`config.mk`:
```
export PLATFORM = sky130hd
export DESIGN_NAME = keyboard_host_command_responder_unit_flat
export DESIGN_NICKNAME = d
export VERILOG_FILES = /design/src/rtl/khcr_pkg.sv /design/src/rtl/khcr_if.sv /design/src/rtl/khcr_decode.sv /design/src/rtl/keyboard_host_command_responder_unit.sv /design/src/flat_wrapper.sv
export SDC_FILE = /design/constraint.sdc
export NUM_CORES = 1
export LEC_CHECK = 0
export ABC_AREA = 0
export BUFFER_PORTS_ARGS = -buffer_cell sky130_fd_sc_hd__clkbuf_2
export CAP_MARGIN = 20
export CELL_PAD_IN_SITES_DETAIL_PLACEMENT = 1
export CELL_PAD_IN_SITES_GLOBAL_PLACEMENT = 2
export CORE_MARGIN = 4
export CORE_UTILIZATION = 34
export CTS_CLUSTER_SIZE = 28
export DETAILED_ROUTE_END_ITERATION = 16
export GPL_TIMING_DRIVEN = 0
export PLACE_DENSITY = 0.72
export SYNTH_ARGS = -nofsm -noshare
export SYNTH_HDL_FRONTEND = slang
export SYNTH_SLANG_ARGS = --single-unit
```
`constraint.sdc`:
```
create_clock -name clk -period 1.65 [get_ports clk]
set_input_delay 0.165 -clock clk [delete_from_list [all_inputs] [get_ports clk]]
set_output_delay 0.165 -clock clk [all_outputs]
set_load 0.01 [all_outputs]
```
`src/rtl/khcr_pkg.sv`:
```
package khcr_pkg;

	typedef enum logic [2:0] {
		MODE_NORMAL     = 3'd0,
		MODE_WAIT_RESET = 3'd1,
		MODE_WAIT_ID    = 3'd2,
		MODE_WAIT_ID1   = 3'd3,
		MODE_SCAN_SET   = 3'd4,
		MODE_SCAN_REPLY = 3'd5,
		MODE_WAIT_LEDS  = 3'd6,
		MODE_WAIT_AUTO  = 3'd7
	} mode_t;

	localparam logic       REQ_HOST_BYTE = 1'b0;
	localparam logic       REQ_TX_SLOT   = 1'b1;

	localparam logic [7:0] CMD_ECHO      = 8'hEE;
	localparam logic [7:0] CMD_READ_ID   = 8'hF2;
	localparam logic [7:0] CMD_RESET     = 8'hFF;
	localparam logic [7:0] CMD_RESEND    = 8'hFE;
	localparam logic [7:0] CMD_SCAN_SET  = 8'hF0;
	localparam logic [7:0] CMD_SET_LEDS  = 8'hED;
	localparam logic [7:0] CMD_TYPEMATIC = 8'hF3;
	localparam logic [7:0] CMD_ENABLE    = 8'hF4;
	localparam logic [7:0] CMD_DEFAULT   = 8'hF6;

	localparam logic [7:0] RSP_ECHO      = 8'hEE;
	localparam logic [7:0] RSP_ACK       = 8'hFA;
	localparam logic [7:0] RSP_ID0       = 8'hAB;
	localparam logic [7:0] RSP_ID1       = 8'h83;
	localparam logic [7:0] RSP_BAT_OK    = 8'hAA;
	localparam logic [7:0] RSP_SCAN_SET  = 8'h02;

	localparam logic [1:0] DELAY_RESET   = 2'd2;
	localparam logic [1:0] DELAY_DEFAULT = 2'd1;
	localparam logic [5:0] RATE_DEFAULT  = 6'd5;

	typedef struct packed {
		logic       req_type;
		logic [7:0] host_byte;
	} req_t;

	typedef struct packed {
		mode_t      mode;
		logic [7:0] last_byte_sent;
		logic [2:0] led_store;
		logic [1:0] delay_store;
		logic [5:0] rate_store;
	} kbd_state_t;

	typedef struct packed {
		logic       send_valid;
		logic [7:0] send_byte;
		logic       key_slot;
		logic [2:0] led_bits;
		logic [1:0] repeat_delay;
		logic [5:0] repeat_rate;
		logic       enable_pulse;
		logic       clear_pulse;
	} rsp_t;

endpackage

```
`src/rtl/khcr_if.sv`:
```
interface khcr_req_if;
	logic       valid;
	logic       ready;
	logic       req_type;
	logic [7:0] host_byte;

	modport source (output valid, output req_type, output host_byte, input ready);
	modport sink   (input valid, input req_type, input host_byte, output ready);
endinterface

interface khcr_rsp_if;
	logic       valid;
	logic       ready;
	logic       send_valid;
	logic [7:0] send_byte;
	logic       key_slot;
	logic [2:0] led_bits;
	logic [1:0] repeat_delay;
	logic [5:0] repeat_rate;
	logic       enable_pulse;
	logic       clear_pulse;

	modport source (
		output valid, output send_valid, output send_byte, output key_slot,
		output led_bits, output repeat_delay, output repeat_rate,
		output enable_pulse, output clear_pulse, input ready
	);
	modport sink (
		input valid, input send_valid, input send_byte, input key_slot,
		input led_bits, input repeat_delay, input repeat_rate,
		input enable_pulse, input clear_pulse, output ready
	);
endinterface

```
`src/rtl/khcr_decode.sv`:
```
module khcr_decode (
	input  khcr_pkg::req_t       req,
	input  khcr_pkg::kbd_state_t cur,
	output khcr_pkg::kbd_state_t nxt,
	output khcr_pkg::rsp_t       rsp
);
	import khcr_pkg::*;

	logic [7:0] b;
	logic [5:0] auto_rate;

	assign b = req.host_byte;
	// repeat value: low three bits shifted by bits 4:3, fits in six bits
	assign auto_rate = {3'b000, b[2:0]} << b[4:3];

	always_comb begin
		logic       snd;
		logic [7:0] sbyte;
		logic       remember;
		mode_t      nmode;

		nxt = cur;
		snd = 1'b0;
		sbyte = 8'h00;
		remember = 1'b1;
		nmode = cur.mode;
		rsp = '0;

		if (req.req_type == REQ_HOST_BYTE) begin
			snd = 1'b1;
			sbyte = RSP_ACK;
			nmode = MODE_NORMAL;
			case (cur.mode)
				MODE_SCAN_SET: begin
					rsp.clear_pulse = 1'b1;
					if (b == 8'h00) begin
						nmode = MODE_SCAN_REPLY;
					end
				end
				MODE_WAIT_LEDS: begin
					nxt.led_store = b[2:0];
				end
				MODE_WAIT_AUTO: begin
					nxt.delay_store = b[6:5];
					nxt.rate_store = auto_rate;
				end
				default: begin
					case (b)
						CMD_ECHO: begin
							sbyte = RSP_ECHO;
							nmode = cur.mode;
						end
						CMD_READ_ID:   nmode = MODE_WAIT_ID;
						CMD_RESET:     nmode = MODE_WAIT_RESET;
						CMD_RESEND: begin
							sbyte = cur.last_byte_sent;
							remember = 1'b0;
							nmode = cur.mode;
						end
						CMD_SCAN_SET:  nmode = MODE_SCAN_SET;
						CMD_SET_LEDS:  nmode = MODE_WAIT_LEDS;
						CMD_TYPEMATIC: nmode = MODE_WAIT_AUTO;
						CMD_ENABLE:    rsp.enable_pulse = 1'b1;
						CMD_DEFAULT: begin
							nxt.delay_store = DELAY_DEFAULT;
							nxt.rate_store = RATE_DEFAULT;
							rsp.clear_pulse = 1'b1;
						end
						default: ;
					endcase
				end
			endcase
		end else begin
			case (cur.mode)
				MODE_NORMAL: rsp.key_slot = 1'b1;
				MODE_SCAN_REPLY: begin
					snd = 1'b1;
					sbyte = RSP_SCAN_SET;
					nmode = MODE_NORMAL;
				end
				MODE_WAIT_ID: begin
					snd = 1'b1;
					sbyte = RSP_ID0;
					nmode = MODE_WAIT_ID1;
				end
				MODE_WAIT_ID1: begin
					snd = 1'b1;
					sbyte = RSP_ID1;
					nmode = MODE_NORMAL;
				end
				MODE_WAIT_RESET: begin
					snd = 1'b1;
					sbyte = RSP_BAT_OK;
					nmode = MODE_NORMAL;
					rsp.clear_pulse = 1'b1;
				end
				default: ;
			endcase
		end

		nxt.mode = nmode;
		if (snd && remember) begin
			nxt.last_byte_sent = sbyte;
		end

		rsp.send_valid = snd;
		rsp.send_byte = sbyte;
		rsp.led_bits = nxt.led_store;
		rsp.repeat_delay = nxt.delay_store;
		rsp.repeat_rate = nxt.rate_store;
	end

endmodule

```
`src/rtl/keyboard_host_command_responder_unit.sv`:
```
// keyboard host command responder, device side of the ps/2 command exchange
// req channel: one word per host byte (req_type 0) or free transmit slot
//   (req_type 1); host_byte is looked at only for host bytes
// rsp channel: exactly one word per request: the reply byte if any, whether
//   the slot goes to the key stream, the current led and typematic values,
//   and the enable and clear pulses
// datapath: a request word is taken into the input register, decoded there
//   against the current state and loaded into the output register, from which
//   its response is offered
// throughput: one word per cycle unless stalled; mode and stored values update at
//   the same edge that loads the output register, so the next request sees them
// reset: arst_n clears both valid flags and sets the state to waiting for
//   the reset reply, leds zero, delay two, repeat five, last byte zero
// stall: while a response waits and rsp.ready is low, the input register
//   holds one more word and req.ready drops; nothing is lost or repeated
module keyboard_host_command_responder_unit (
	input  logic            clk,
	input  logic            arst_n,
	khcr_req_if.sink        req,
	khcr_rsp_if.source      rsp
);
	import khcr_pkg::*;

	logic       valid_s1;
	req_t       req_s1;
	logic       valid_s2;
	rsp_t       rsp_s2;
	kbd_state_t state_q;
	kbd_state_t state_nxt;
	rsp_t       rsp_nxt;
	logic       adv_s2;
	logic       adv_s1;

	assign adv_s2 = !valid_s2 || rsp.ready;
	assign adv_s1 = valid_s1 && adv_s2;
	assign req.ready = !valid_s1 || adv_s2;

	khcr_decode u_decode (
		.req (req_s1),
		.cur (state_q),
		.nxt (state_nxt),
		.rsp (rsp_nxt)
	);

	always_ff @(posedge clk or negedge arst_n) begin
		if (!arst_n) begin
			valid_s1 <= 1'b0;
			valid_s2 <= 1'b0;
			state_q.mode <= MODE_WAIT_RESET;
			state_q.last_byte_sent <= 8'h00;
			state_q.led_store <= 3'd0;
			state_q.delay_store <= DELAY_RESET;
			state_q.rate_store <= RATE_DEFAULT;
		end else begin
			if (req.ready) begin
				valid_s1 <= req.valid;
			end
			if (adv_s2) begin
				valid_s2 <= valid_s1;
			end
			if (adv_s1) begin
				state_q <= state_nxt;
			end
		end
	end

	// payload registers
	always_ff @(posedge clk) begin
		if (req.ready && req.valid) begin
			req_s1.req_type <= req.req_type;
			req_s1.host_byte <= req.host_byte;
		end
		if (adv_s1) begin
			rsp_s2 <= rsp_nxt;
		end
	end

	assign rsp.valid = valid_s2;
	assign rsp.send_valid = rsp_s2.send_valid;
	assign rsp.send_byte = rsp_s2.send_byte;
	assign rsp.key_slot = rsp_s2.key_slot;
	assign rsp.led_bits = rsp_s2.led_bits;
	assign rsp.repeat_delay = rsp_s2.repeat_delay;
	assign rsp.repeat_rate = rsp_s2.repeat_rate;
	assign rsp.enable_pulse = rsp_s2.enable_pulse;
	assign rsp.clear_pulse = rsp_s2.clear_pulse;

endmodule
```
`src/flat_wrapper.sv`:
```
// flat-port wrapper written by rule: the top's interface ports become plain ports
module keyboard_host_command_responder_unit_flat import khcr_pkg::*;
  (clk, arst_n, req_valid, req_req_type, req_host_byte, req_ready, rsp_valid, rsp_send_valid, rsp_send_byte, rsp_key_slot, rsp_led_bits, rsp_repeat_delay, rsp_repeat_rate, rsp_enable_pulse, rsp_clear_pulse, rsp_ready);
  khcr_req_if req_i ();
  khcr_rsp_if rsp_i ();
  input  logic clk;
  input  logic arst_n;
  input wire logic [$bits(req_i.valid)-1:0] req_valid;
  input wire logic [$bits(req_i.req_type)-1:0] req_req_type;
  input wire logic [$bits(req_i.host_byte)-1:0] req_host_byte;
  output wire logic [$bits(req_i.ready)-1:0] req_ready;
  output wire logic [$bits(rsp_i.valid)-1:0] rsp_valid;
  output wire logic [$bits(rsp_i.send_valid)-1:0] rsp_send_valid;
  output wire logic [$bits(rsp_i.send_byte)-1:0] rsp_send_byte;
  output wire logic [$bits(rsp_i.key_slot)-1:0] rsp_key_slot;
  output wire logic [$bits(rsp_i.led_bits)-1:0] rsp_led_bits;
  output wire logic [$bits(rsp_i.repeat_delay)-1:0] rsp_repeat_delay;
  output wire logic [$bits(rsp_i.repeat_rate)-1:0] rsp_repeat_rate;
  output wire logic [$bits(rsp_i.enable_pulse)-1:0] rsp_enable_pulse;
  output wire logic [$bits(rsp_i.clear_pulse)-1:0] rsp_clear_pulse;
  input wire logic [$bits(rsp_i.ready)-1:0] rsp_ready;
  assign req_i.valid = req_valid;
  assign req_i.req_type = req_req_type;
  assign req_i.host_byte = req_host_byte;
  assign req_ready = req_i.ready;
  assign rsp_valid = rsp_i.valid;
  assign rsp_send_valid = rsp_i.send_valid;
  assign rsp_send_byte = rsp_i.send_byte;
  assign rsp_key_slot = rsp_i.key_slot;
  assign rsp_led_bits = rsp_i.led_bits;
  assign rsp_repeat_delay = rsp_i.repeat_delay;
  assign rsp_repeat_rate = rsp_i.repeat_rate;
  assign rsp_enable_pulse = rsp_i.enable_pulse;
  assign rsp_clear_pulse = rsp_i.clear_pulse;
  assign rsp_i.ready = rsp_ready;
  keyboard_host_command_responder_unit u_core (.clk(clk), .arst_n(arst_n), .req(req_i), .rsp(rsp_i));
endmodule
```
==> impl_metrics.env <==
export IMPL_drc=0
export IMPL_placed_area_um2=2980
export IMPL_grt_max_degree=33
export IMPL_vdd_drop_max_uv=395
export IMPL_setup_worst_path_class="reg2reg"
export IMPL_synth_top_cells_by_area="edfxtp_1 (36%), dfrtp_1 (19%), nand2_1 (4.4%)"
export IMPL_hp_class="in2reg"
export IMPL_die_y_um=96.6
export IMPL_internal_power_uw=2570
export IMPL_rsz0062_at_grt="true"
export IMPL_clock_power_share_pct=24.1
export IMPL_yosysTopAreaCell="edfxtp_1"
export IMPL_cp_endpoint="u_core.state_q[18]$_DFFE_PN0P_"
export IMPL_synth_distinct_cells=58
export IMPL_power_density_nw_per_um2=1060
export IMPL_netSwitchingFraction_pct=29.9
export IMPL_portBuffers=37
export IMPL_syn2layout_area_growth_pct=29.0
export IMPL_drtIter0Drc=46
export IMPL_netlist_area_um2=2670
export IMPL_rows=32
export IMPL_ys_warn_count=0
export IMPL_synthCells=231
export IMPL_ff2ff_path_depth=4
export IMPL_path_max_fanout=6
export IMPL_synthArstFlopShare_pct=42.9
export IMPL_ys_flop_type="edfxtp_1"
export IMPL_grtUsageMet3_pct=3.49
export IMPL_gr_total_overflow=0
export IMPL_regToRegSetupSlack_ps=-40
export IMPL_period_needed_ps=1690
export IMPL_run_status="complete, but fails checks"
export IMPL_leakage_uw=0.00142
export IMPL_ys_ff_latch=56
export IMPL_seq_area_frac_synth_pct=58.7
export IMPL_tritoncts="done"
export IMPL_fin_util_pct=44.8
export IMPL_syn_nets=244
export IMPL_finalWorstSetupSlack_ps=-37.3
export IMPL_max_cap_violations=0
export IMPL_arrival_ps=1890
export IMPL_core_um2=7690
export IMPL_max_clock_path_buffers=2
export IMPL_regToRegEndpoint="u_core.state_q[18]$_DFFE_PN0P_"
export IMPL_fin_crit_sh_pct=102
export IMPL_clock_latency_ps=310
export IMPL_worstMarginPinSlew_ps=694
export IMPL_grtUsageMet2_pct=27.0
export IMPL_final_area_um2=3440
export IMPL_syn_avg_cell_area_um2=11.5
export IMPL_cts_sinks=56
export IMPL_drt_wl_total_mm=6.76
export IMPL_cts_buffers=5
export IMPL_die_w_um=96.6
export IMPL_layout_commonest_cell="clkbuf_2"
export IMPL_place_hpwl_mm=4.52
export IMPL_drive_above_1_share_pct=41.0
export IMPL_finalSetupViolCount=10
export IMPL_rr_startpoint="u_core.req_s1[5]$_DFFE_PP_"
export IMPL_ant_nets=0
export IMPL_place_gp_congestion=0.814
export IMPL_violations="negative setup slack"
export IMPL_finalPower_uw=3670
export IMPL_mostFrequentLayoutCells="clkbuf_2 (37), edfxtp_1 (32), nand2_1 (26)"
export IMPL_hold_violations=0
export IMPL_wl_per_cell_um=16.8
export IMPL_grt_util_all_layers_pct=15.7
export IMPL_power_frac_seq_pct=49.0
export IMPL_switching_power_uw=1090
export IMPL_htree_levels=2
export IMPL_antenna_cells=0
export IMPL_initial_core_util_pct=34.7
export IMPL_grt_pass1_wl_mm=11.0
export IMPL_grt_pass1_vias=2140
export IMPL_fmax_mhz=593
export IMPL_required_ps=1850
export IMPL_holdWs_ps=27.0
export IMPL_crit_start="u_core.req_s1[5]$_DFFE_PP_"
export IMPL_via_count=2051
export IMPL_vias_per_cell=5.10
export IMPL_grt_busiest_layer="met2"
export IMPL_place_ws_ps=-224
export IMPL_slew_headroom_pct=53.8
export IMPL_gr_usage_met1_pct=19.8
export IMPL_synth_edf_count=32
export IMPL_antenna_found_initial=0
export IMPL_synth_top_area_share_pct=36.0
export IMPL_comb_power_share_pct=26.9
export IMPL_cp_start_kind="flop"
export IMPL_dr_pass1_iters=4
export IMPL_clock_skew_ps=3.66
export IMPL_clkTransAtPathRegs_ps=100
export IMPL_worst_setup_path_end_kind="flop"
export IMPL_io_pins=38
export IMPL_dieArea_um2=9330
export IMPL_maxSlewViolCount=0
export IMPL_cts_root_buf="clkbuf_8"
export IMPL_nets=312
[power by group through the flow]
stage,registers [uW],logic (uW),clock network (uW)
after global placement,1810,762,0
after floorplan,1830,504,0
final,1800,985,885
after CTS,1790,945,910
after detailed placement,1820,768,0
after global routing,1810,1090,970
[worst min path at each step]
stage | startpoint | to | depth (start not counted)
2_1_floorplan | arst_n | u_core.rsp.valid$_DFFE_PN0P_ | 0
3_3_place_gp | arst_n | u_core.state_q[13]$_DFFE_PN0P_ | 1
3_5_place_dp | arst_n | u_core.state_q[13]$_DFFE_PN0P_ | 1
4_1_cts | req_host_byte[3] | u_core.req_s1[3]$_DFFE_PP_ | 1
5_1_grt | req_req_type | u_core.req_s1[8]$_DFFE_PP_ | 1
6_report | req_host_byte[3] | u_core.req_s1[3]$_DFFE_PP_ | 1
[routing by layer]
layer | vias to the layer above | wire (um) | share of wire (%)
li1 | 981 | - | -
met1 | 1020 | 2990 | 44
met2 | 39 | 3400 | 50
met3 | 11 | 257 | 3.8
met4 | 0 | 107 | 1.6
met5 | - | 0 | 0
[Yosys cell counts (all sizes together) (3+ instances only)]
cell type and instances:
dfstp 4, mux2i 3, a21o 4, o21ai 14
nand3 5, nor2 20, o2bb2ai 3, nand2b 7
and2 5, dfrtp 20, nand2 32, buf 14
mux2 4, a22o 3, a31oi 3, edfxtp 32
nor3 7, nand4b 3, a21oi 11, inv 7
[registers in the layout, summed over array words and instances, names as in the netlist]
register                 flops
u_core.state_q              22
u_core.req_s1                9
u_core.rsp.send_byte         8
u_core.rsp.repeat_rate       6
u_core.rsp.led_bits          3
u_core.rsp.repeat_delay      2
u_core.rsp.clear_pulse       1
u_core.rsp.enable_pulse      1
u_core.rsp.key_slot          1
u_core.rsp.send_valid        1
u_core.rsp.valid             1
u_core.valid_s1              1
[per-stage QoR]
stage	std cells	setup TNS, ps
floorplan	231	0
global placement	370	-6250
detailed placement	370	-6750
CTS	397	-324
global route	402	-2270
finish	402	-196
[critical path: stages, from the launching register on]
cell and delay [ps]:
edfxtp_1 520, nand4_1 190, nor2_2 80, a221oi_4 450, mux2_4 340
[repair_timing]
action | in CTS | in global routing
gates cloned | 1 | 0
gates resized for setup | 23 | 22
hold buffers | 1 | 0
pin swaps | 11 | 8
endpoints found under the hold margin | 20 | 0
setup endpoints to repair | 56 | 38
buffers inserted | 17 | 5
[layout make-up]
| cell class | instances | area [um2] |
|---|---|---|
| buffer | 14 | 130 |
| clock buffer | 6 | 72.6 |
| sequential | 56 | 1570 |
| multi-input combinational | 154 | 1110 |
| inverter | 7 | 26.3 |
| fill | 863 | 4250 |
| timing repair buffer | 61 | 375 |
| clock inverter | 2 | 35.0 |
| tap | 102 | 128 |
[logic make-up (layout without fill, tap and decap cells)]
logic type,after synthesis,after routing,synth area share [%]
buf+inv,21,90,4.13
simple gates,91,91,18.5
mux,7,7,2.81
flops,56,56,58.7
compound gates,56,56,15.8
No activity file was read; power rests on OpenSTA's default activity.
